### config.mk
export PLATFORM = sky130hd
export DESIGN_NAME = lgas_ram
export DESIGN_NICKNAME = d
export VERILOG_FILES = /design/src/sv/lgas_ram.sv
export SDC_FILE = /design/constraint.sdc
export NUM_CORES = 2
export LEC_CHECK = 0
export CORE_ASPECT_RATIO = 0.9
export CORE_MARGIN = 2
export CORE_UTILIZATION = 35
export DETAILED_ROUTE_END_ITERATION = 16
export DONT_BUFFER_PORTS = 1
export SLEW_MARGIN = 20
export SYNTH_ARGS = -nofsm -noshare
export SYNTH_HDL_FRONTEND = slang
export SYNTH_SLANG_ARGS = --single-unit
### constraint.sdc
create_clock -name i_clk -period 4 [get_ports i_clk]
set_input_delay 0.4 -clock i_clk [delete_from_list [all_inputs] [get_ports i_clk]]
set_output_delay 0.4 -clock i_clk [all_outputs]
set_load 0.05 [all_outputs]
### src/sv/lgas_ram.sv
module lgas_ram #(
    parameter int WIDTH = 3,
    parameter int DEPTH = 1024
) (
    input  logic                             i_clk,
    input  logic                             i_wr_en,
    input  logic [$clog2(DEPTH)-1:0]         i_wr_addr,
    input  logic [WIDTH-1:0]                 i_wr_data,
    input  logic                             i_rd_en,
    input  logic [$clog2(DEPTH)-1:0]         i_rd_addr,
    output logic [WIDTH-1:0]                 o_rd_data
);

    logic [WIDTH-1:0] r_mem [DEPTH];
    logic [WIDTH-1:0] r_rd_data;

    always_ff @(posedge i_clk) begin
        if (i_wr_en) begin
            r_mem[i_wr_addr] <= i_wr_data;
        end
        if (i_rd_en) begin
            r_rd_data <= r_mem[i_rd_addr];
        end
    end

    assign o_rd_data = r_rd_data;

endmodule

==> impl_metrics.prom <==
# TYPE chip_impl_metric gauge
chip_impl_info{name="status",value="complete, but fails checks"} 1
chip_impl_info{name="failing_checks",value="max-slew violations"} 1
chip_impl_info{name="cp_slowest_cell",value="sky130_fd_sc_hd__a21oi_1"} 1
chip_impl_metric{name="leakagePower",unit="nW"} 42.7
chip_impl_metric{name="ir_worst_vdd",unit="mV"} 0.336
chip_impl_metric{name="timing.critical_path.slowest_cell_delay",unit="ns"} 0.92
chip_impl_metric{name="worst_pin_slew",unit="ns"} 1.62
chip_impl_metric{name="synth-async-reset-ratio",unit="%"} 0
chip_impl_metric{name="grt_use_total",unit="%"} 19.1
chip_impl_metric{name="yosys_warnings",unit=""} 0
chip_impl_metric{name="period_minus_slack",unit="ns"} 3.88
chip_impl_info{name="r2r-end",value="o_rd_data[2]$_DFFE_PP_"} 1
chip_impl_metric{name="drt_iter0_drc",unit=""} 9697
chip_impl_metric{name="mean_area_per_synthesized_cell",unit="um2"} 18.9
chip_impl_metric{name="dp_hpwl",unit="mm"} 198
chip_impl_metric{name="ys_seq_elements",unit=""} 3075
chip_impl_info{name="hp-start",value="i_wr_data[0]"} 1
chip_impl_metric{name="reg2regPathDepth",unit=""} 8
chip_impl_info{name="crit_path_frequent_cell",value="sky130_fd_sc_hd__nand4_1"} 1
chip_impl_metric{name="detailroute.via_count",unit=""} 65800
chip_impl_metric{name="layout.nets",unit=""} 6709
chip_impl_info{name="worst-setup-path-type",value="in -> reg"} 1
chip_impl_info{name="critical_path.endpoint_type",value="register"} 1
chip_impl_metric{name="report.final.hold_viol_count",unit=""} 0
chip_impl_metric{name="drc_errors",unit=""} 0
chip_impl_metric{name="post-route-period-util",unit="%"} 97.0
chip_impl_metric{name="synth_edf_count",unit=""} 3075
chip_impl_metric{name="clock_skew",unit="ns"} 0.0441
chip_impl_info{name="mostFrequentLayoutCells",value="sky130_fd_sc_hd__edfxtp_1 (3,075), sky130_fd_sc_hd__nor2_1 (1,078), sky130_fd_sc_hd__mux4_2 (635)"} 1
chip_impl_metric{name="cp_max_fo",unit=""} 68
chip_impl_metric{name="place.port_buffers",unit=""} 0
chip_impl_metric{name="antenna_left",unit=""} 0
chip_impl_metric{name="post_synth_inst_count",unit=""} 6544
chip_impl_metric{name="routed_via_density",unit=""} 5.66
chip_impl_metric{name="synth-seq-area-share",unit="%"} 74.6
chip_impl_metric{name="gp_routability_congestion",unit=""} 0.840
chip_impl_info{name="hp-class",value="in -> reg"} 1
chip_impl_metric{name="die-height",unit="um"} 568
chip_impl_metric{name="post_route_cells_drive_above_1_share",unit="%"} 21.1
chip_impl_info{name="timing.critical_path.from_type",value="input pin"} 1
chip_impl_metric{name="synth_cell_types",unit=""} 78
chip_impl_metric{name="hold_ws",unit="ns"} 0.0369
chip_impl_metric{name="clkTransAtPathRegs",unit="ns"} 0.06
chip_impl_metric{name="area_growth_syn_to_layout",unit="%"} 13.2
chip_impl_metric{name="placeable_core_region",unit="mm2"} 0.352
chip_impl_metric{name="clock_tree.htree_level_count",unit=""} 5
chip_impl_info{name="mostFrequentLayoutCell",value="sky130_fd_sc_hd__edfxtp_1"} 1
chip_impl_metric{name="place_ws",unit="ns"} -0.493
chip_impl_metric{name="floorplan.io_pins",unit=""} 29
chip_impl_info{name="yosys_most_used_dff",value="sky130_fd_sc_hd__edfxtp_1"} 1
chip_impl_metric{name="wire_length_of_the_first_global_routing_pass",unit="mm"} 493
chip_impl_metric{name="timing.setup.tns",unit="ns"} 0
chip_impl_metric{name="drt_total_wl",unit="mm"} 350
chip_impl_metric{name="critPathRequiredTime",unit="ns"} 4.70
chip_impl_metric{name="postLayoutCoreUtil",unit="%"} 39.7
chip_impl_metric{name="numClockSinks",unit=""} 3075
chip_impl_metric{name="critical_path_arrival",unit="ns"} 4.58
chip_impl_metric{name="number_of_antenna_violations_at_the_first_check_in_global_routing",unit=""} 25
chip_impl_metric{name="max_fclk",unit="GHz"} 0.258
chip_impl_metric{name="cts.path.max_buffers",unit=""} 4
chip_impl_metric{name="hold-path-cell-count",unit=""} 1
chip_impl_metric{name="power_density_over_the_cells",unit="mW/mm2"} 480
chip_impl_metric{name="slew_headroom",unit="%"} -8.16
chip_impl_metric{name="drt-pass1-iter-count",unit=""} 7
chip_impl_metric{name="initial_utilization",unit="%"} 35.1
chip_impl_metric{name="setup-violations-final",unit=""} 0
chip_impl_metric{name="grt_max_degree",unit=""} 964
chip_impl_metric{name="grt_overflow",unit=""} 0
chip_impl_metric{name="width_of_the_die",unit="um"} 631
chip_impl_info{name="worstReg2RegStart",value="r_mem[543][2]$_DFFE_PP_"} 1
chip_impl_metric{name="vias_in_the_first_global_route",unit=""} 65300
chip_impl_metric{name="cts_post_setup_buffers_inserted",unit=""} 0
chip_impl_metric{name="final.setup.worst_slack",unit="ns"} 0.119
chip_impl_info{name="timing.critical_path.cells",value="nor2_4 -> buf_4 -> a22o_1 -> a221oi_1 -> o21ai_0 -> o211ai_1 -> a21oi_1 -> nand4_1 -> nand4_1"} 1
chip_impl_metric{name="fill_cells",unit=""} 30900
chip_impl_metric{name="clock_insertion_delay_worst_skew",unit="ns"} 0.87
chip_impl_info{name="holdPathEnd",value="r_mem[341][0]$_DFFE_PP_"} 1
chip_impl_metric{name="synth_fp_nets",unit=""} 6570
chip_impl_info{name="cts.root.buffer_cell",value="sky130_fd_sc_hd__clkbuf_16"} 1
chip_impl_metric{name="final-max-slew-violation-count",unit=""} 75
chip_impl_metric{name="timing.max_cap.violations",unit=""} 0
chip_impl_metric{name="floorplan.die_area",unit="mm2"} 0.358
chip_impl_metric{name="cts_inserted_buffers",unit=""} 308
chip_impl_metric{name="regToRegSetupSlack",unit="ns"} 0.44
chip_impl_metric{name="core.rowCount",unit=""} 207
chip_impl_metric{name="syn_area",unit="mm2"} 0.124
chip_impl_info{name="grt_setup_unrepaired",value="no"} 1
chip_impl_info{name="cts_tree",value="yes"} 1
chip_impl_metric{name="detail_route.wl_per_cell",unit="um"} 30.1
## timing repair
item,in CTS,in global routing
hold buffers,14,3
gates resized for setup,0,0
hold endpoints to repair,533,103
## worst max-delay path: cells and delay by family
family | cells | cell delay [ns]
simple gates | 3 | 1.53
compound gates | 5 | 1.93
buf+inv | 1 | 0.47
## state kept, by name, summed over array words and instances, names as in the netlist
register,flops
r_mem,3072
o_rd_data,3
## synthesized netlist by cell type (all sizes together), types with 6 or more instances
| cell | number | area share [%] |
|---|---|---|
| nor3 | 55 | 0.23 |
| nand3 | 48 | 0.19 |
| nand4 | 13 | 0.066 |
| or4 | 6 | 0.039 |
| nor4 | 20 | 0.12 |
| and2 | 14 | 0.071 |
| and3 | 10 | 0.051 |
| nand2b | 8 | 0.040 |
| edfxtp | 3075 | 75 |
| o211ai | 6 | 0.040 |
| o22ai | 85 | 0.43 |
| a211o | 6 | 0.042 |
| nor2 | 1081 | 3.3 |
| a21oi | 79 | 0.32 |
| o2111ai | 6 | 0.042 |
| buf | 242 | 1.8 |
| clkbuf | 250 | 0.78 |
| o21ai | 60 | 0.24 |
| nor2b | 19 | 0.096 |
| nand2 | 124 | 0.38 |
| or3 | 9 | 0.046 |
| o32ai | 6 | 0.042 |
| a2111oi | 11 | 0.078 |
| a221oi | 18 | 0.13 |
| mux2i | 322 | 2.6 |
| nor3b | 13 | 0.079 |
| a22oi | 61 | 0.37 |
| o221ai | 101 | 0.73 |
| mux4 | 662 | 12 |
| mux2 | 18 | 0.16 |
| a22o | 21 | 0.15 |
| o31ai | 7 | 0.042 |
| a211oi | 30 | 0.19 |
## layer usage
metal	wire, um	global-route usage (%)
met5	0	0
met4	11100	5.53
met3	33200	3.41
met2	163000	29.9
met1	143000	27.2
## per-stage QoR
step	cell area (um2)	total power, mW	instances
2_1_floorplan	124000	38.0	6544
3_3_place_gp	130000	38.8	11000
3_5_place_dp	130000	38.9	11000
4_1_cts	140000	67.3	11600
5_1_grt	140000	69.0	11600
6_report	140000	67.3	11600
## where the power goes
part	leakage, nW	switching, mW	total, mW	internal [mW]
Sequential	27.6	0.0355	35.5	35.5
Combinational	10.3	1.97	3.18	1.20
Clock	4.78	12.2	28.6	16.4
Total	42.7	14.2	67.3	53.1
## cells by family (layout without fill, tap and decap cells)
group,after synthesis,count (layout),synth area share [%]
DFF,3075,3075,74.6
buffers and inverters,498,867,2.59
muxes,1002,1002,14.9
and+or+nand+nor,1443,1443,4.84
other,0,9,0
AOI/OAI and AO/OA,526,526,3.04
## worst max-delay path by stage
stage | startpoint | to | cells past startpoint
after CTS | i_rd_addr[0] | o_rd_data[2]$_DFFE_PP_ | 12
after floorplan | i_rd_addr[0] | o_rd_data[1]$_DFFE_PP_ | 8
after detailed placement | i_rd_addr[0] | o_rd_data[2]$_DFFE_PP_ | 12
final | i_rd_addr[3] | o_rd_data[2]$_DFFE_PP_ | 9
after global routing | i_rd_addr[0] | o_rd_data[2]$_DFFE_PP_ | 12
after global placement | i_rd_addr[0] | o_rd_data[2]$_DFFE_PP_ | 12
## layout make-up
cell class              count  area, um2  share of cell area, %
flip-flops and latches   3075      92300                   65.9
multi-input cells        2971      28600                   20.4
clock buffers             370       8110                   5.79
well taps                4702       5880                   4.20
repair buffers            322       3400                   2.43
clock inverters           170       1710                   1.22
inverters                   5       26.3                 0.0188
diodes                      9       22.5                 0.0161
Note: power is estimated with default switching activity, not from simulation.
