[config.mk]
export PLATFORM = sky130hd
export DESIGN_NAME = lgas_window
export DESIGN_NICKNAME = d
export VERILOG_FILES = /design/src/sv/lgas_pkg.sv /design/src/sv/lgas_window.sv
export SDC_FILE = /design/constraint.sdc
export NUM_CORES = 1
export LEC_CHECK = 0
export ABC_CLOCK_PERIOD_IN_PS = 5700
export BUFFER_PORTS_ARGS = -buffer_cell sky130_fd_sc_hd__buf_2
export CAP_MARGIN = 0
export CORE_MARGIN = 5
export CORE_UTILIZATION = 55
export CTS_CLUSTER_SIZE = 28
export DETAILED_ROUTE_END_ITERATION = 8
export PLACE_DENSITY = 0.83
export SYNTH_ARGS = -nofsm -noshare
export SYNTH_HDL_FRONTEND = slang
export SYNTH_SLANG_ARGS = --single-unit
[constraint.sdc]
create_clock -name i_clk -period 5.7 [get_ports i_clk]
set_input_delay 1.14 -clock i_clk [delete_from_list [all_inputs] [get_ports i_clk]]
set_output_delay 1.14 -clock i_clk [all_outputs]
set_load 0.005 [all_outputs]
[src/sv/lgas_pkg.sv]
package lgas_pkg;

    localparam int AGE_W          = 3;
    localparam int GRID_WIDTH_W   = 11;
    localparam int GRID_HEIGHT_W  = 16;
    localparam int CFG_INDEX_W    = 2;
    localparam int CFG_DATA_W     = 16;

    localparam int MAX_WIDTH_DEFAULT = 1024;

    // saturation point of the age counter
    localparam logic [7:0] AGE_CAP = 8'd7;

    // register values after reset, and the smallest legal grid side
    localparam int RESET_GRID_WIDTH  = 1024;
    localparam int RESET_GRID_HEIGHT = 768;
    localparam int MIN_GRID          = 3;

    localparam logic [CFG_INDEX_W-1:0] CFG_GRID_WIDTH  = 2'd0;
    localparam logic [CFG_INDEX_W-1:0] CFG_GRID_HEIGHT = 2'd1;

    localparam logic KIND_CELL  = 1'b0;
    localparam logic KIND_DRAIN = 1'b1;

    typedef logic [AGE_W-1:0] t_age;

    // one window column: [0] top, [1] middle, [2] bottom
    typedef t_age [2:0] t_column;

    typedef struct packed {
        logic kind;
        t_age cell_age;
    } t_in;

    typedef struct packed {
        t_age next_age;
        logic frame_last;
    } t_out;

    // per-item control carried from the counter stage to the window stage
    typedef struct packed {
        t_age age;
        logic emit;
        logic top;
        logic bottom;
        logic left;
        logic right;
        logic last;
    } t_s1_ctl;

endpackage

[src/sv/lgas_window.sv]
module lgas_window (
    input  logic               i_clk,
    input  logic               i_rst_n,
    input  logic               i_s1_valid,
    input  lgas_pkg::t_s1_ctl  i_s1,
    input  lgas_pkg::t_age     i_up,
    input  lgas_pkg::t_age     i_mid,
    output logic               o_take,
    output logic               o_out_valid,
    input  logic               i_out_ready,
    output lgas_pkg::t_out     o_out_data
);

    lgas_pkg::t_column r_win [3];
    lgas_pkg::t_column new_col, c0, c1, c2;
    logic              r_out_valid;
    lgas_pkg::t_out    r_out_data, n_out_data;
    logic              adv;
    logic [7:0]        nb;
    logic [3:0]        n_alive;
    logic [3:0]        next_raw;
    logic [7:0]        next_cap;

    assign o_take = !r_out_valid || i_out_ready;
    assign adv    = i_s1_valid && o_take;

    always_comb begin
        new_col[0] = i_up;
        new_col[1] = i_mid;
        new_col[2] = i_s1.age;
    end

    // window after the shift: left, centre, right columns
    assign c0 = r_win[1];
    assign c1 = r_win[2];
    assign c2 = new_col;

    always_comb begin
        nb[0] = i_s1.left  && i_s1.top    && (c0[0] != '0);
        nb[1] = i_s1.left                 && (c0[1] != '0);
        nb[2] = i_s1.left  && i_s1.bottom && (c0[2] != '0);
        nb[3] = i_s1.top                  && (c1[0] != '0);
        nb[4] = i_s1.bottom               && (c1[2] != '0);
        nb[5] = i_s1.right && i_s1.top    && (c2[0] != '0);
        nb[6] = i_s1.right                && (c2[1] != '0);
        nb[7] = i_s1.right && i_s1.bottom && (c2[2] != '0);
    end

    always_comb begin
        n_alive = '0;
        for (int k = 0; k < 8; k++) begin
            n_alive = n_alive + 4'(nb[k]);
        end
    end

    always_comb begin
        next_raw = '0;
        if (c1[1] == '0) begin
            if (n_alive == 4'd3) begin
                next_raw = 4'd1;
            end
        end else if ((n_alive == 4'd2) || (n_alive == 4'd3)) begin
            next_raw = 4'(c1[1]) + 4'd1;
        end
        next_cap = (8'(next_raw) > lgas_pkg::AGE_CAP) ? lgas_pkg::AGE_CAP : 8'(next_raw);
        n_out_data.next_age   = next_cap[lgas_pkg::AGE_W-1:0];
        n_out_data.frame_last = i_s1.last;
    end

    always_ff @(posedge i_clk) begin
        if (adv) begin
            r_win[0] <= r_win[1];
            r_win[1] <= r_win[2];
            r_win[2] <= new_col;
        end
        if (adv && i_s1.emit) begin
            r_out_data <= n_out_data;
        end
    end

    always_ff @(posedge i_clk) begin
        if (!i_rst_n) begin
            r_out_valid <= 1'b0;
        end else if (adv && i_s1.emit) begin
            r_out_valid <= 1'b1;
        end else if (i_out_ready) begin
            r_out_valid <= 1'b0;
        end
    end

    assign o_out_valid = r_out_valid;
    assign o_out_data  = r_out_data;

    // a dead centre can only be born, never aged
    a_birth_age: assert property (@(posedge i_clk) disable iff (!i_rst_n)
        (adv && i_s1.emit && (c1[1] == '0)) |=>
            ((r_out_data.next_age == '0) || (r_out_data.next_age == 3'd1)))
        else $error("dead centre produced an aged cell");

    // a stage-one item waits while the result register is full
    a_s1_held: assert property (@(posedge i_clk) disable iff (!i_rst_n)
        (i_s1_valid && !o_take) |=> i_s1_valid)
        else $error("stage-one item lost while stalled");

endmodule

==> results of run 1 <==
==> routing by layer <==
layer | wire (um) | GRT usage [%] | up-vias | share of wire, %
met5 | 0 | 0 | - | 0
met3 | 61 | 1.66 | 4 | 3.5
li1 | - | - | 306 | -
met4 | 42 | 8.94 | 0 | 2.4
met1 | 699 | 18.0 | 317 | 40
met2 | 928 | 26.7 | 17 | 54
==> stage by stage <==
stage	instance area [um^2]	std cells	worst slack (ps)
finish	1220	117	1460
global route	1220	117	1300
CTS	1220	117	1460
detailed placement	1200	113	1100
global placement	1200	113	1170
floorplan	1040	64	1410
==> state kept, by name, summed over array words and instances, names as in the netlist <==
name and flops:
o_out_valid 1, r_win 18, o_out_data 4
==> cells in the final DEF, fill, tap and decap left out <==
cell / n
clkbuf_4: 3
nand2b_1: 2
nand2_1: 2
dfxtp_1: 1
nor2b_1: 1
buf_2: 24
nor2_1: 4
edfxtp_1: 22
nor2_2: 1
a211oi_2: 1
and4b_1: 1
a21boi_0: 1
o31ai_1: 1
a32oi_1: 1
a21o_1: 1
clkbuf_1: 1
o311ai_1: 1
o311a_1: 3
o31a_1: 3
fa_1: 4
a22oi_1: 1
inv_1: 5
and2_1: 1
a21bo_2: 1
ha_1: 5
a22oi_2: 1
==> cell families (layout without fill, tap and decap cells) <==
logic type                 Yosys count  after routing  share of synthesized area (%)
and+or+nand+nor                     12             12                           6.11
adders and majority gates            9              9                           13.7
DFF                                 23             23                           65.1
AOI/OAI and AO/OA                   15             15                           13.3
buffers and inverters                5             33                           1.80
==> power groups by stage <==
stage / sequential (mW) / combinational (mW) / clock, mW
after floorplan: 0.208 / 0.0436 / 0
after global placement: 0.208 / 0.0619 / 0
after detailed placement: 0.209 / 0.0664 / 0
after CTS: 0.205 / 0.0663 / 0.0747
after global routing: 0.206 / 0.0758 / 0.0823
final: 0.205 / 0.0653 / 0.0723
==> path summary, 6_finish.rpt <==
check,startpoint,to,slack (ps)
worst max register to register,r_win[1][1],o_out_data[3],1790
worst min register to register,r_win[2][7],r_win[1][7],470
worst max-delay path,i_s1[2],o_out_data[3],1460
worst min-delay path,r_win[2][7],r_win[1][7],470
==> critical path, delay by kind of cell <==
| kind | cells | cell delay (ps) |
|---|---|---|
| adder cells (fa/ha/maj) | 5 | 2280 |
| AND/OR/NAND/NOR | 2 | 280 |
| buffers and inverters | 3 | 240 |
| AO/OA/AOI/OAI | 2 | 350 |
==> cell type report <==
| type | count | area [um^2] | share of cell area, % |
|---|---|---|---|
| Timing Repair Buffer | 24 | 120 | 9.83 |
| Multi-Input combinational cell | 36 | 345 | 28.2 |
| Sequential cell | 23 | 681 | 55.7 |
| Clock buffer | 4 | 26.3 | 2.15 |
| Inverter | 5 | 18.8 | 1.54 |
| Tap cell | 25 | 31.3 | 2.56 |
==> results.txt, run 1 <==
The DRC marker count from the first detailed-route iteration came out at 7. The number of different library cells in the post-synthesis netlist is 23. The post-cts hold buffer count is 0. In this run, synthesis inferred 22 flip-flops with an integrated enable. The share of post-route cells with drive strength above 1 is between 30% and 40%. At the pin with the least slew margin, the transition time is 775 ps.

The number of placed I/O pins is 25. The number of instances on the worst hold path is 0. The kind of path behind the tightest hold check is reg -> reg. The most used flip-flop cell after synthesis is edfxtp_1. The number of vias per cell is between 5 and 6.

The required time of the critical path is 5760 ps. On the final layout, the worst hold slack is between 400 and 500 ps. The number of vias after detailed routing is 644. After synthesis, the cell types taking the most area are edfxtp_1, fa_1, ha_1. Compared with the post-synthesis result, the final layout area differs by 17.0%. The global-route usage over all layers is between 10% and 20%. The number of buffers added by the clock tree synthesis step is 3. The number of global-route vias before repair is between 600 and 700.

After the last flow step, the layout net total stands at approximately 120. The area share of the largest cell type after synthesis is 63.2%. Summed over all failing endpoints, the final setup total negative slack is 0 ps. The antenna diode count is 0.

The clock share of power is 21.1%. The count of final max-slew check failures came to 0. The clock input transition at the sequential cells of the worst setup and hold paths is 110 ps. The number of filler instances in the final layout came out at between 150 and 200. The internal power is between 0.2 and 0.3 mW. The initial antenna violation count is 0. For this run, design rule violations remaining after detail routing come to 0.

The vertical die dimension came out at 53.6 um. The standard cell core area came out at approximately 1800 um^2. The share of the yosys chip area belonging to registers came out at 65.1%. edfxtp_1 takes more of the synthesized area than any other cell. The post-layout utilization of the core came out at 69.3%. On the critical path, the stage with the largest delay is an instance of fa_1. The share of the clock period used by the worst path after layout is 74.3%.

Yosys printed 0 warnings. Sequential cells burn approximately 60% of the power. The post-detailed-placement half-perimeter wirelength came out at ~1400 um. The net count of the mapped netlist is around 90. For this configuration, the core starts out at a cell density of between 50% and 60%. In this design, the critical path's most frequently occurring cell is fa_1. The largest net degree at the start of global routing came out at 19. The deepest clock path buffer count came out at 2. The largest driver fanout on the critical path came out at 3. The fraction of registers with async set/reset came out at 0%.

The count of standard-cell rows is 15. After detailed routing, the average wire length per cell comes to between 10 and 15 um. The combinational fraction of design power came out at between 10% and 20%.

The sink count of the clock tree is 23. The number of instances in the synthesized netlist came out at 64. TritonCTS built the clock tree. The delay of the slowest cell on the worst path is around 540 ps. The data arrival time of the critical path came out at between 4000 and 5000 ps. STA classifies the critical path startpoint as an input port. The tightest slew margin relative to the limit is ~48%. Of the total power, the share spent switching nets is 24.7%.

In this run the clock root is driven by a clkbuf_4. In this run the cell area of the synthesized design comes to 1040 um^2. The leakage power summed over all cells came out at approximately 0.50 nW. The wire length of the first global-routing pass came out at around 3000 um.

For the finished layout, the period the worst path requires is between 4000 and 5000 ps. The number of synthesized register bits came out at 23. Summed over all layers, the global routing overflow is 0. The mean instance size in the synthesized netlist is between 15 and 20 um^2.

The hold violation total from the final report came out at 0. The setup fix buffers added after clock tree synthesis is 0. The maximum operating frequency came out at approximately 240 MHz.

Between clock sinks in the finished design, the worst skew comes to approximately 1 ps. Setup violations remaining at the end of the flow were counted as 0. The later pin in the worst-skew pair is clocked with a latency of ~300 ps. The total power draw came out at roughly 0.34 mW. The congestion estimate from routability-driven global placement came to roughly 0.7. The overall routed net length came out at around 1700 um. The run finished with clean final reports.

The die covers about 2900 um^2. The worst ir drop on vdd is 0.179 mV. In this run the remaining antenna-violating nets after routing total 0. Measured in cells, the most critical reg-to-reg path has a length of 11.

The net switching power figure is roughly 0.085 mW. The pre-antenna-repair detailed-routing pass consisted of 4 iterations. Ranked by instance count, the synthesized netlist is headed by edfxtp_1, ha_1, inv_1. The total power per unit cell area came out at roughly 280 nW/um^2. The signal on the critical path passes through buf_2 > o311a_1 > fa_1 > inv_1 > fa_1 > inv_1 > fa_1 > ha_1 > fa_1 > and4b_1 > a22oi_2 > nor2_1. The setup path with the least slack is of type in -> reg. Measured along the x axis, the die boundary spans 53.6 um. The count of cells resized by post-cts repair came out at 0. The number of levels in the clock H-tree is 1. The endpoint type of the worst setup path is a flip-flop. edfxtp_1 is the most common cell in the netlist.

Setup repair after global routing left no endpoint under its margin. The number of max-cap violations is 0. Input and output buffers added on the ports amount to 24.
No activity file was read; power rests on OpenSTA's default activity.
==> run 2, diff against run 1 <==
--- a/config.mk
+++ b/config.mk
@@ -5,14 +5,14 @@
 export SDC_FILE = /design/constraint.sdc
 export NUM_CORES = 1
 export LEC_CHECK = 0
-export ABC_CLOCK_PERIOD_IN_PS = 5700
+export ABC_CLOCK_PERIOD_IN_PS = 4000
 export BUFFER_PORTS_ARGS = -buffer_cell sky130_fd_sc_hd__buf_2
 export CAP_MARGIN = 0
 export CORE_MARGIN = 5
-export CORE_UTILIZATION = 55
+export CORE_UTILIZATION = 51
 export CTS_CLUSTER_SIZE = 28
 export DETAILED_ROUTE_END_ITERATION = 8
-export PLACE_DENSITY = 0.83
+export PLACE_DENSITY = 0.78
 export SYNTH_ARGS = -nofsm -noshare
 export SYNTH_HDL_FRONTEND = slang
 export SYNTH_SLANG_ARGS = --single-unit
==> constraint.sdc (replaced) <==
create_clock -name i_clk -period 4 [get_ports i_clk]
set_input_delay 0.8 -clock i_clk [delete_from_list [all_inputs] [get_ports i_clk]]
set_output_delay 0.8 -clock i_clk [all_outputs]
set_load 0.005 [all_outputs]
==> results.txt, run 2 (synthesized netlist as in run 1, its figures left out) <==
The flow ran to the end, and the final reports show no timing, DRC or antenna violations. Walking the worst path, the cells encountered are o311a_1 > fa_1 > inv_1 > fa_1 > inv_1 > fa_1 > ha_2 > fa_1 > and4b_1 > a22oi_2 > nor2_1. The number of levels in the clock H-tree came out at 1 (unchanged). The data arrival time of the critical path came out at 3910 ps (-390 ps). The global-route usage over all layers is 12.3% (-3.0 points). The minimum setup slack after placement came to -264 ps (-1360 ps). The number of nets still failing antenna checks after routing is 0 (unchanged).

STA classifies the critical path startpoint as a flip-flop. The critical path is of the reg -> reg type. The sink count of the clock tree came to 23 (unchanged). The initial core utilization came to 53.3% (-6.0 points). The share of post-route cells with drive strength above 1 is 36.8% (+3.1 points). The largest net degree at the start of global routing came out at 19 (unchanged).

The post-cts hold buffer count is 0 (unchanged). The worst setup path is captured at a flip-flop. The tightest min-delay check is of the reg -> reg type. The clock input transition at the sequential cells of the worst setup and hold paths came out at 120 ps (about the same).

The standard cell core area is 1960 um^2 (+11%). The number of max-cap violations came to 0 (unchanged). Clock tree synthesis selected as its root buffer the cell clkbuf_4. The clock share of power came out at 20.8% (-0.3 points).

The vertical die dimension came out at 55.3 um (+3.1%). The detailed-router iteration count before antenna repair came out at 4 (unchanged). The TritonCTS clock tree is yes. The most common library cell in the layout ignoring fill and taps is buf_2.

The worst ir drop on vdd came out at 0.227 mV (+27%). After layout, the minimum clock period comes to roughly 3800 ps. The combinational fraction of design power is 20.6% (+1.5 points). The chip width was 55.3 um (+3.1%). The slew at the pin closest to its max-slew limit came out at 755 ps (-20.1 ps). The number of placed I/O pins came out at 25 (unchanged). The number of buffers added by the clock tree synthesis step came out at 3 (unchanged). The net switching power figure is 0.124 mW (+46%). The total power draw came to 0.498 mW (+46%). The post-layout utilization of the core came to 63.7% (-5.6 points). The post-detailed-placement half-perimeter wirelength came out at 1400 um (+0.21%). The share of the clock period used by the worst path after layout is approximately 96%.

The number of vias after detailed routing was 632 (-1.9%). The number of standard cells in the layout, taps in and fillers out is 122 (+4.3%). The maximum operating frequency is around 260 MHz. The slowest stage of the critical path belongs to the cell fa_1. The portion of total power attributed to sequential cells is 58.6% (-1.2 points). The buffering stage count on the worst path with inverters included was 2 (-1). The count of cells resized by post-cts repair was 0 (unchanged). The clock skew came to 4.73 ps (+3.74 ps). The required time of the critical path is 4070 ps (-1690 ps).

The tightest slew margin relative to the limit came to 49.7% (+1.3 points). The hold violation total from the final report came out at 0 (unchanged). Setup repair after global routing left no endpoint under its margin.

The wire length of the first global-routing pass is 2960 um (-0.90%). The worst hold margin is 465 ps (-2.24 ps). The antenna diode count came out at 0 (unchanged). The internal power is 0.374 mW (+45%). The cell area after placement came to 1220 um^2 (+2.1%). The total global routing overflow came out at 0 (unchanged).

The final setup TNS came out at 0 ps (unchanged). The worst path setup slack after routing was 162 ps (-1300 ps). The instance count after placement with tap cells included came to 118 (+4.4%). The final routed wire length divided by cell count is 14.6 um (-1.5%). The deepest clock path buffer count is 2 (unchanged). The quantity of I/O buffers inserted on ports came to 24 (unchanged). The layout overhead on the synthesized area is 19.6%.

The remaining design rule violation count came to 0 (unchanged). The total power per unit cell area came out at 399 nW/um^2 (+42%). The setup fix buffers added after clock tree synthesis is 0 (unchanged).

The cell class contributing the biggest share of worst-path delay is adder cells. The initial antenna violation count came out at 0 (unchanged). The count of final max-slew check failures came out at 0 (unchanged). The number of flip-flops under the largest register name is 18 (unchanged). The overall routed net length came out at 1780 um (+2.7%). The number of vias per cell came out at 5.18 (-5.9%). The switching fraction of total power came to 24.9% (+0.14 points). The number of global-route vias before repair is 693 (+0.14%). The final-stage net count is 124 (+2.5%). The final RePlAce weighted congestion is 0.717 (+0.13%).

The count of standard-cell rows came out at 16 (+1). In the layout the commonest cells are buf_2, edfxtp_1, inv_1. The cell that appears most often on the critical path is fa_1. The die area is 3050 um^2 (+6.3%).

The latest clock arrival within the worst-skew pair came out at 310 ps (about the same). The largest driver fanout on the critical path came out at 3 (unchanged). The count of final setup violators came out at 0 (unchanged). The delay of the slowest cell on the worst path is 540 ps (about the same).

The DRC marker count from the first detailed-route iteration came out at 15 (+8). The leakage power summed over all cells is 0.515 nW (+2.6%). The most flop-heavy register is r_win. The final non-filler cell area came out at 1250 um^2 (+2.3%).
## run 2: changes by cell type in the layout (fill, tap and decap cells not counted)
cell,before,now
ha_2,0,1
buf_4,0,3
ha_1,5,4
## run 2: final timing paths
kind	start	to	slack [ps]	cells past startpoint
worst min register to register	r_win[2][1]	r_win[1][1]	460	0
worst min-delay path	r_win[2][1]	r_win[1][1]	460	0
worst max register to register	r_win[1][2]	o_out_data[2]	160	11
worst max-delay path	r_win[1][2]	o_out_data[2]	160	11
## run 2: layout make-up
type / count / area, um^2
Tap cell: 27 / 33.8
Inverter: 5 / 18.8
Sequential cell: 23 / 681
Multi-Input combinational cell: 36 / 348
Clock buffer: 4 / 26.3
Timing Repair Buffer: 27 / 143
Fill cell: 160 / 712
## run 2: power groups by stage
| stage | sequential, mW | clock [mW] | combinational [mW] |
|---|---|---|---|
| 3_3_place_gp | 0.296 | 0 | 0.0982 |
| 5_1_grt | 0.294 | 0.115 | 0.115 |
| 2_1_floorplan | 0.296 | 0 | 0.0621 |
| 4_1_cts | 0.292 | 0.106 | 0.104 |
| 3_5_place_dp | 0.298 | 0 | 0.103 |
| 6_report | 0.292 | 0.104 | 0.102 |
## run 2: layer usage
| layer | vias up | share of wire (%) | global-route usage (%) |
|---|---|---|---|
| met3 | 2 | 3.2 | 1.63 |
| met1 | 306 | 42 | 13.5 |
| li1 | 311 | - | - |
| met5 | - | 0 | 0 |
| met4 | 0 | 1.0 | 6.25 |
| met2 | 13 | 53 | 22.8 |
==> run 3, diff against run 2 <==
--- a/config.mk
+++ b/config.mk
@@ -5,6 +5,7 @@
 export SDC_FILE = /design/constraint.sdc
 export NUM_CORES = 1
 export LEC_CHECK = 0
+export ABC_AREA = 1
 export ABC_CLOCK_PERIOD_IN_PS = 4000
 export BUFFER_PORTS_ARGS = -buffer_cell sky130_fd_sc_hd__buf_2
 export CAP_MARGIN = 0
@@ -12,7 +13,7 @@
 export CORE_UTILIZATION = 51
 export CTS_CLUSTER_SIZE = 28
 export DETAILED_ROUTE_END_ITERATION = 8
-export PLACE_DENSITY = 0.78
+export PLACE_DENSITY = 0.77
 export SYNTH_ARGS = -nofsm -noshare
 export SYNTH_HDL_FRONTEND = slang
 export SYNTH_SLANG_ARGS = --single-unit
==> results.txt, run 3 <==
The post-cts hold buffer count is 0 (unchanged). The number of filler instances in the final layout came to 162 (+1.3%). The number of vias per cell is 4.82 (-7.0%). The latest clock arrival within the worst-skew pair is 300 ps (about the same). The standard cell core area is 1980 um^2 (+1.0%). The run finished with clean final reports. In this run the most critical hold path is launched from r_win[2][2].

The routing usage on met1 was 14.9% (+1.4 points). The number of global-route vias before repair came out at 699 (+0.87%). The chip width is 56.0 um (+1.3%). The flip-flop cell with the highest count after synthesis is edfxtp_1. The DRC marker count from the first detailed-route iteration came out at 14 (-1). The slew at the pin closest to its max-slew limit is 590 ps (-165 ps). The root buffer cell chosen for the clock tree is clkbuf_4.

The area share of the largest cell type after synthesis is 61.3% (-1.9 points). The worst ir drop on vdd came out at 0.291 mV (+28%). The cell with the most instances after synthesis is edfxtp_1. The cell area after placement is 1240 um^2 (+1.4%). The data arrival time of the critical path is 3820 ps (-90 ps). The detailed-router iteration count before antenna repair came out at 4 (unchanged).

The biggest area contributor in the post-synthesis netlist is edfxtp_1. The worst register-to-register path begins at r_win[1][1]. The layer with the highest usage is met2. The met3 usage is 2.32% (+0.69 points). The share of post-route cells with drive strength above 1 came out at 26.5% (-10 points). The deepest clock path buffer count was 2 (unchanged). The critical path class is in -> reg. The number of instances in the synthesized netlist is 88 (+38%). In the layout the commonest cells are buf_2, edfxtp_1, inv_1.

The footprint of the multi-input gates came out at 337 um^2 (-3.2%). The total power draw came to 0.489 mW (-2.0%). The clock skew is 2.39 ps (-2.34 ps). The maximum operating frequency is 273 MHz (+5.0%). The count of final setup violators was 0 (unchanged).

The fraction of registers with async set/reset was 0% (unchanged). The final RePlAce weighted congestion came out at 0.720 (+0.45%). In this run the worst hold path is classified as reg -> reg. The share of the clock period used by the worst path after layout was 91.4% (-4.5 points). The area of the mapped netlist came out at 1080 um^2 (+3.1%). The largest driver fanout on the critical path is 3 (unchanged). The number of standard cells in the layout, taps in and fillers out came out at 144 (+18%). The number of synthesized register bits is 23 (unchanged). The mean instance size in the synthesized netlist is 12.2 um^2 (-25%). The flip-flop and latch area came to 681 um^2 (unchanged). The hold violation total from the final report came out at 0 (unchanged). The global-route usage over all layers came out at 12.5% (+0.21 points). The instance count after placement with tap cells included came out at 140 (+19%). The number of buffers added by the clock tree synthesis step is 3 (unchanged).

The minimum clock period after layout came to 3660 ps (-182 ps). STA classifies the critical path endpoint as a flip-flop. The overall routed net length came out at 1770 um (-0.17%).

In this run the worst setup path begins at i_s1[2]. The required time of the critical path came out at 4170 ps (+100 ps). From synthesis to final layout, the design area changed by 17.4%. The clock input transition at the sequential cells of the worst setup and hold paths came out at 120 ps (about the same).

The count of warnings emitted by yosys came out at 0 (unchanged). The share of the yosys chip area belonging to registers is 63.2% (-2.0 points). The largest net degree at the start of global routing is 13 (-6). The number of nets still failing antenna checks after routing was 0 (unchanged). The global-route met2 utilization came out at 22.0% (-0.77 points). r_win holds more flip-flops than any other register. The number of different library cells in the post-synthesis netlist came out at 17 (-26%). The count of cells resized by post-cts repair is 0 (unchanged). The worst path setup slack after routing came out at 344 ps (+182 ps). Leaving out fill and tap cells, the most frequent cell in the layout is buf_2. Sorting the synthesized cells by area gives the leading types as edfxtp_1, fa_1, ha_1.

The quantity of I/O buffers inserted on ports is 24 (unchanged). The post-layout utilization of the core is 63.8% (+0.11 points). The vertical die dimension is 56.0 um (+1.3%). The antenna diode count is 0 (unchanged).

The die area came to 3130 um^2 (+2.5%). The number of flip-flops under the largest register name came out at 18 (unchanged). Setup repair after global routing left no endpoint under its margin. The minimum setup slack after placement was -16.8 ps (+247 ps). The initial core utilization is 54.4% (+1.1 points). The number of placed I/O pins is 25 (unchanged). The tightest slew margin relative to the limit came out at 60.5% (+11 points).

The setup fix buffers added after clock tree synthesis is 0 (unchanged). The total power per unit cell area is 386 nW/um^2 (-3.1%). The initial antenna violation count is 0 (unchanged). The final non-filler cell area was 1260 um^2 (+1.2%).

The number of enable flip-flop cells after synthesis came out at 22 (unchanged). The number of levels in the clock H-tree is 1 (unchanged). The final-stage net count is 146 (+18%). The sink count of the clock tree came out at 23 (unchanged). The worst setup slack for register-to-register paths came out at 380 ps (+220 ps). The wire length of the first global-routing pass came out at 3050 um (+3.0%). STA classifies the critical path startpoint as an input port. The count of standard-cell rows is 16 (unchanged). The total global routing overflow is 0 (unchanged). In the synthesized netlist, the cells that appear most often are edfxtp_1, inv_1, nand2_1. The number of vias after detailed routing came out at 694 (+9.8%). The final routed wire length divided by cell count came out at 12.3 um (-15%). The number of max-cap violations is 0 (unchanged). The remaining design rule violation count is 0 (unchanged). The count of final max-slew check failures is 0 (unchanged). TritonCTS built the clock tree. The post-detailed-placement half-perimeter wirelength is 1480 um (+5.6%). The net count of the mapped netlist is 116 (+26%).

The leakage power summed over all cells came out at 0.561 nW (+8.8%).
## run 3: cell families after synthesis
kind of cell | count (synthesis) | share of synthesized area [%]
AO/OA/AOI/OAI | 7 | 4.76
AND/OR/NAND/NOR | 33 | 13.2
buffers and inverters | 16 | 5.57
flip-flops | 23 | 63.2
adder cells (fa/ha/maj) | 9 | 13.2
## run 3: layout make-up
type | instances | share of cell area (%)
Tap cell | 27 | 2.67
Multi-Input combinational cell | 49 | 26.6
Timing Repair Buffer | 25 | 10.1
Clock buffer | 4 | 2.08
Inverter | 16 | 4.75
Sequential cell | 23 | 53.8
## run 3: power breakdown
group          switching (mW)  total, mW  leakage, nW  internal (mW)
Combinational          0.0517     0.0922        0.324         0.0405
Sequential            0.00613      0.291        0.222          0.285
Clock                  0.0667      0.106       0.0150         0.0389
## run 3: metal layers
metal / routed length [um] / part of all wire, %
met4: 34 / 1.9
met1: 724 / 41
met2: 934 / 53
met5: 0 / 0
met3: 82 / 4.6
## run 3: path summary, 6_finish.rpt
check,endpoint,depth (start not counted)
hold / removal,r_win[1][2],0
setup / recovery,o_out_data[2],13
hold reg to reg,r_win[1][2],0
setup reg to reg,o_out_data[2],12
## run 3: critical path: stages
cell and delay [ps]:
buf_2 120, nand2_1 60, nor2_1 60, fa_1 530
inv_1 50, fa_1 530, inv_1 60, fa_1 470
ha_1 250, fa_1 510, a21boi_1 160, nand2_1 100
nor2_1 120
## run 3: per-stage QoR
step | hold slack, ps | setup TNS [ps]
2_1_floorplan | 428 | 0
3_3_place_gp | 432 | 0
3_5_place_dp | 439 | -16.8
4_1_cts | 467 | 0
5_1_grt | 478 | 0
6_report | 466 | 0
